$ cat src/rtl/core/mzr_pkg.sv
`default_nettype none
// ----------------------------------------------------------------------------
// mzr_pkg
// Shared types and constants of the move-to-front / zero-run encoder.
// ----------------------------------------------------------------------------
package mzr_pkg;

   localparam int RUN_COUNT_BITS = 20;
   // run register holds n + 1, so it needs one extra bit
   localparam int CODE_W         = RUN_COUNT_BITS + 1;
   localparam int DIGIT_W        = $clog2(CODE_W);
   localparam int SYM_W          = 8;
   localparam int LIST_SIZE      = 256;

   typedef enum logic [1:0] {
      KIND_RUN_A = 2'd0,
      KIND_RUN_B = 2'd1,
      KIND_POS   = 2'd2,
      KIND_EOB   = 2'd3
   } kind_type;

   typedef enum logic [2:0] {
      ST_IDLE,
      ST_DECIDE,
      ST_RUN,
      ST_POS,
      ST_EOB
   } state_type;

   typedef struct packed {
      logic load_item;
      logic run_incr;
      logic find_pos;
      logic emit_digit;
      logic emit_pos;
      logic emit_eob;
   } ctrl_cmd_type;

   typedef struct packed {
      logic front_hit;
      logic eob;
      logic run_pending;
      logic last_digit;
      logic out_free;
   } dp_status_type;

endpackage
`default_nettype wire

$ cat src/rtl/core/mzr_ctrl.sv
`default_nettype none
// ----------------------------------------------------------------------------
// mzr_ctrl
// Sequencer: accepts a byte, then steps run digits, position and end code.
// ----------------------------------------------------------------------------
module mzr_ctrl (
   input  logic                   clock,
   input  logic                   reset,
   input  logic                   req_valid,
   output logic                   req_ready,
   input  mzr_pkg::dp_status_type status,
   output mzr_pkg::ctrl_cmd_type  cmd
);
   import mzr_pkg::*;

   state_type state_ff;
   state_type state_in;

   always_ff @(posedge clock) begin
      if (reset) begin
         state_ff <= ST_IDLE;
      end else begin
         state_ff <= state_in;
      end
   end

   always_comb begin
      state_in = state_ff;
      case (state_ff)
         ST_IDLE: begin
            if (req_valid) state_in = ST_DECIDE;
         end
         ST_DECIDE: begin
            if (status.front_hit) begin
               state_in = status.eob ? ST_RUN : ST_IDLE;
            end else begin
               state_in = status.run_pending ? ST_RUN : ST_POS;
            end
         end
         ST_RUN: begin
            if (status.out_free && status.last_digit) begin
               state_in = status.front_hit ? ST_EOB : ST_POS;
            end
         end
         ST_POS: begin
            if (status.out_free) state_in = status.eob ? ST_EOB : ST_IDLE;
         end
         ST_EOB: begin
            if (status.out_free) state_in = ST_IDLE;
         end
         default: state_in = ST_IDLE;
      endcase
   end

   always_comb begin
      req_ready = 1'b0;
      cmd       = '0;
      case (state_ff)
         ST_IDLE: begin
            req_ready     = 1'b1;
            cmd.load_item = req_valid;
         end
         ST_DECIDE: begin
            cmd.run_incr = status.front_hit;
            cmd.find_pos = !status.front_hit;
         end
         ST_RUN:  cmd.emit_digit = status.out_free;
         ST_POS:  cmd.emit_pos   = status.out_free;
         ST_EOB:  cmd.emit_eob   = status.out_free;
         default: cmd = '0;
      endcase
   end

endmodule
`default_nettype wire

$ cat config.mk
export PLATFORM = sky130hd
export DESIGN_NAME = mzr_ctrl
export DESIGN_NICKNAME = d
export VERILOG_FILES = /design/src/rtl/core/mzr_pkg.sv /design/src/rtl/core/mzr_ctrl.sv
export SDC_FILE = /design/constraint.sdc
export NUM_CORES = 1
export LEC_CHECK = 0
export BUFFER_PORTS_ARGS = -buffer_cell sky130_fd_sc_hd__buf_4
export CELL_PAD_IN_SITES_DETAIL_PLACEMENT = 1
export CELL_PAD_IN_SITES_GLOBAL_PLACEMENT = 1
export CORE_AREA = 10 10 47 49
export DETAILED_ROUTE_END_ITERATION = 6
export DIE_AREA = 0 0 57 59
export GPL_ROUTABILITY_DRIVEN = 0
export PLACE_DENSITY = 0.59
export SETUP_SLACK_MARGIN = 0.5
export SKIP_CTS_REPAIR_TIMING = 1
export SLEW_MARGIN = 40
export SYNTH_ARGS = -nofsm -noshare
export SYNTH_HDL_FRONTEND = slang
export SYNTH_SLANG_ARGS = --single-unit
$ cat constraint.sdc
create_clock -name clock -period 3.4 [get_ports clock]
set_input_delay 0.17 -clock clock [delete_from_list [all_inputs] [get_ports clock]]
set_output_delay 0.17 -clock clock [all_outputs]
set_load 0.01 [all_outputs]
==> summary.md <==
| Metric | Value |
|---|---|
| Final Hold Viols | 0 |
| Vert. Die Dim | 59 um |
| Initial DRC Count | 12 |
| Worst path top cell family by delay | flip-flops |
| Worst Path Buf+Inv | 1 |
| Max FFs per register | 3 |
| Setup slack after layout | 1.91 ns |
| Root Driver | clkbuf_4 |
| Crit path launch type | register |
| Worst hold margin | 0.122 ns |
| Slew @ Worst Pin | 0.426 ns |
| Vias in the first global route | 311 |
| Worst reg-to-reg setup slack | 1.96 ns |
| Area of the multi-input gates | 201 um^2 |
| Finished Layout Cells | 67 |
| WL final | 865 um |
| Post-synthesis instance total | 36 |
| Tcrit/Tclk final | 0.438 |
| Outcome | complete, no violations |
| # setup viols final | 0 |
| Diode count | 0 |
| Hold Crit Start | reset |
| Detailed-router iteration count before antenna repair | 4 |
| Data arrival time of the worst path | 1.32 ns |
| Place WS | 2.00 ns |
| Fin crit period | 1.49 ns |
| # IOs | 15 |
| Share of layout cells above drive strength 1 | 0.412 |
| CTS tree | yes |
| Setup CP Type | reg -> out |
| Mapped cell area | 285 um^2 |
| Main synth FF type | dfxtp_1 |
| Clk Latency, worst-skew pair | 0.23 ns |
| Largest cells by area after synthesis | dfxtp_1 (21%), nor3b_1 (7.9%), mux2i_1 (7.0%), nor3_1 (7.0%), buf_4 (5.3%) |
| Asr flop ratio synth | 0 |
| Int Pwr | 0.160 mW |
| Peak Freq | 671 MHz |
| Grt ovf | 0 |
| Seq cells post-synth | 3 |
| Clk sinks | 3 |
| GRT met1 Usage | 0.0546 |
| Die area | 3360 um^2 |
| Synth top cells by count | nor2_1 (4), nor3_1 (4), dfxtp_1 (3), nor3b_1 (3) |
| Clock transition at the registers of the reported paths | 0.04 ns |
| Sw Ratio | 0.403 |
| Initial antenna violation count | 0 |
| Max Clock Skew | 0.00426 ns |
| DRT antenna net count | 0 |
| DR vias/cell | 4.73 |
| Reg2reg start | state_ff[1] |
| P_leak | 0.167 nW |
| Rel. slew slack | 0.716 |
| Total area of sequential cells | 60.1 um^2 |
| Max-slew violations | 0 |
| Worst Path Required | 3.23 ns |
| Htree depth | 1 |
| First-pass GRT wire length | 1.44 mm |
| Placed Cells | 63 |
| Cell Pwr Density | 644 nW/um^2 |
| Max VDD drop | 0.310 mV |
| Largest net degree at the start of global routing | 14 |
| Sequential Power Share | 0.290 |
| Setup tns final | 0 ns |
| Power share of the clock group | 0.224 |
| Placed wire-length estimate | 679 um |
| Largest Register | state_ff |
| I/O Buffers | 14 |
| Crit. End Element | output port |
| Layout area overhead | 46.1% |
| GR met2 Demand/Resource | 0.0868 |
| GRT Max-Usage Layer | met2 |
| Row count | 14 |
| RSZ-0062 raised after global routing | no |
| Nets | 60 |
| Wire per inst | 12.9 um |
| Min-delay worst type | in -> reg |
| DRC Markers | 0 |
| Die W | 57 um |
| CP max-delay cell | dfxtp_1 |
| Detailed-route via count | 317 |
| Fill count | 189 |
| Worst reg2reg endpoint | state_ff[0] |
| Largest area contributor in the netlist | dfxtp_1 |
| Crit Path Max Fanout | 11 |
| Top flop regs | state_ff: 3 flops |
| Combinational cell fraction of total power | 0.486 |
| Max-cap viol count | 0 |
| GR Util met3 | 0.0386 |
| Hold EP | state_ff[2] |
| Worst r2r path cells | 4 |
| Synth Net Count | 44 |
| Post-synthesis sequential area ratio | 0.211 |
| GRT Resource Usage Total | 0.0557 |
| Yosys warnings | 0 |
| Delay of the slowest critical-path stage | 0.56 ns |
| Syn avg cell area | 7.92 um^2 |
| CP Cell Sequence | nand2_1, nor3b_1, buf_4 |
| EDFF count, synth | 0 |
| CTS Buffer Depth | 2 |
| Distinct cells, synth | 22 |
| Synth top area share | 0.211 |
| Initial Utilization | 0.204 |
| P_sw | 0.108 mW |
| Hold Crit Depth | 2 |
| Final Power | 0.268 mW |
| Core area | 1400 um^2 |
| TritonCTS Buffers | 3 |
[power groups by stage]
stage                     Sequential (mW)  Combinational, mW  Clock (mW)
after floorplan                    0.0528              0.110           0
after global placement             0.0789              0.133           0
after detailed placement           0.0780              0.131           0
after CTS                          0.0777              0.133      0.0633
after global routing               0.0830              0.143      0.0687
final                              0.0779              0.130      0.0600
[how the worst max path moves through the flow]
stage / from / endpoint / slack [ns] / cells after the start
after global placement: state_ff[1] / state_ff[0] / 2.00 / 4
after CTS: state_ff[0] / cmd[4] / 1.88 / 3
after floorplan: state_ff[1] / cmd[5] / 2.18 / 3
after global routing: state_ff[0] / cmd[4] / 1.79 / 3
after detailed placement: state_ff[1] / state_ff[0] / 2.00 / 4
final: state_ff[0] / cmd[4] / 1.91 / 3
[logic make-up (layout without fill, tap and decap cells)]
kind of cell / Yosys count / count (layout) / share of synthesized area
simple gates: 19 / 19 / 0.412
compound gates: 7 / 7 / 0.184
buf+inv: 4 / 19 / 0.0833
mux: 3 / 3 / 0.110
flops: 3 / 3 / 0.211
[cell usage in the layout, fill, tap and decap left out, drive strengths merged, types with 2 or more instances in the layout]
master  synthesis  layout
nor3            4       4
nor3b           4       4
a21oi           2       2
buf             3      14
nand2           2       2
nor2            4       4
clkbuf          0       4
dfxtp           3       3
mux2i           2       2
[cell type report]
type                    instances  share of cell area
clock buffers                   4              0.0631
inverters                       1             0.00901
multi-input cells              29               0.483
flip-flops and latches          3               0.144
well taps                      16              0.0480
repair buffers                 14               0.252
[through the flow]
stage,util,cell area [um^2]
6_report,0.297,417
5_1_grt,0.297,417
4_1_cts,0.297,417
3_5_place_dp,0.279,390
3_3_place_gp,0.279,390
2_1_floorplan,-,285
[layer usage]
metal  wire, um  vias to the layer above  share of wire
met5          0                        -              0
met4          0                        0              0
met3         61                        0          0.071
met2        441                        7           0.51
met1        361                      147           0.42
li1           -                      163              -
No activity file was read; power rests on OpenSTA's default activity.
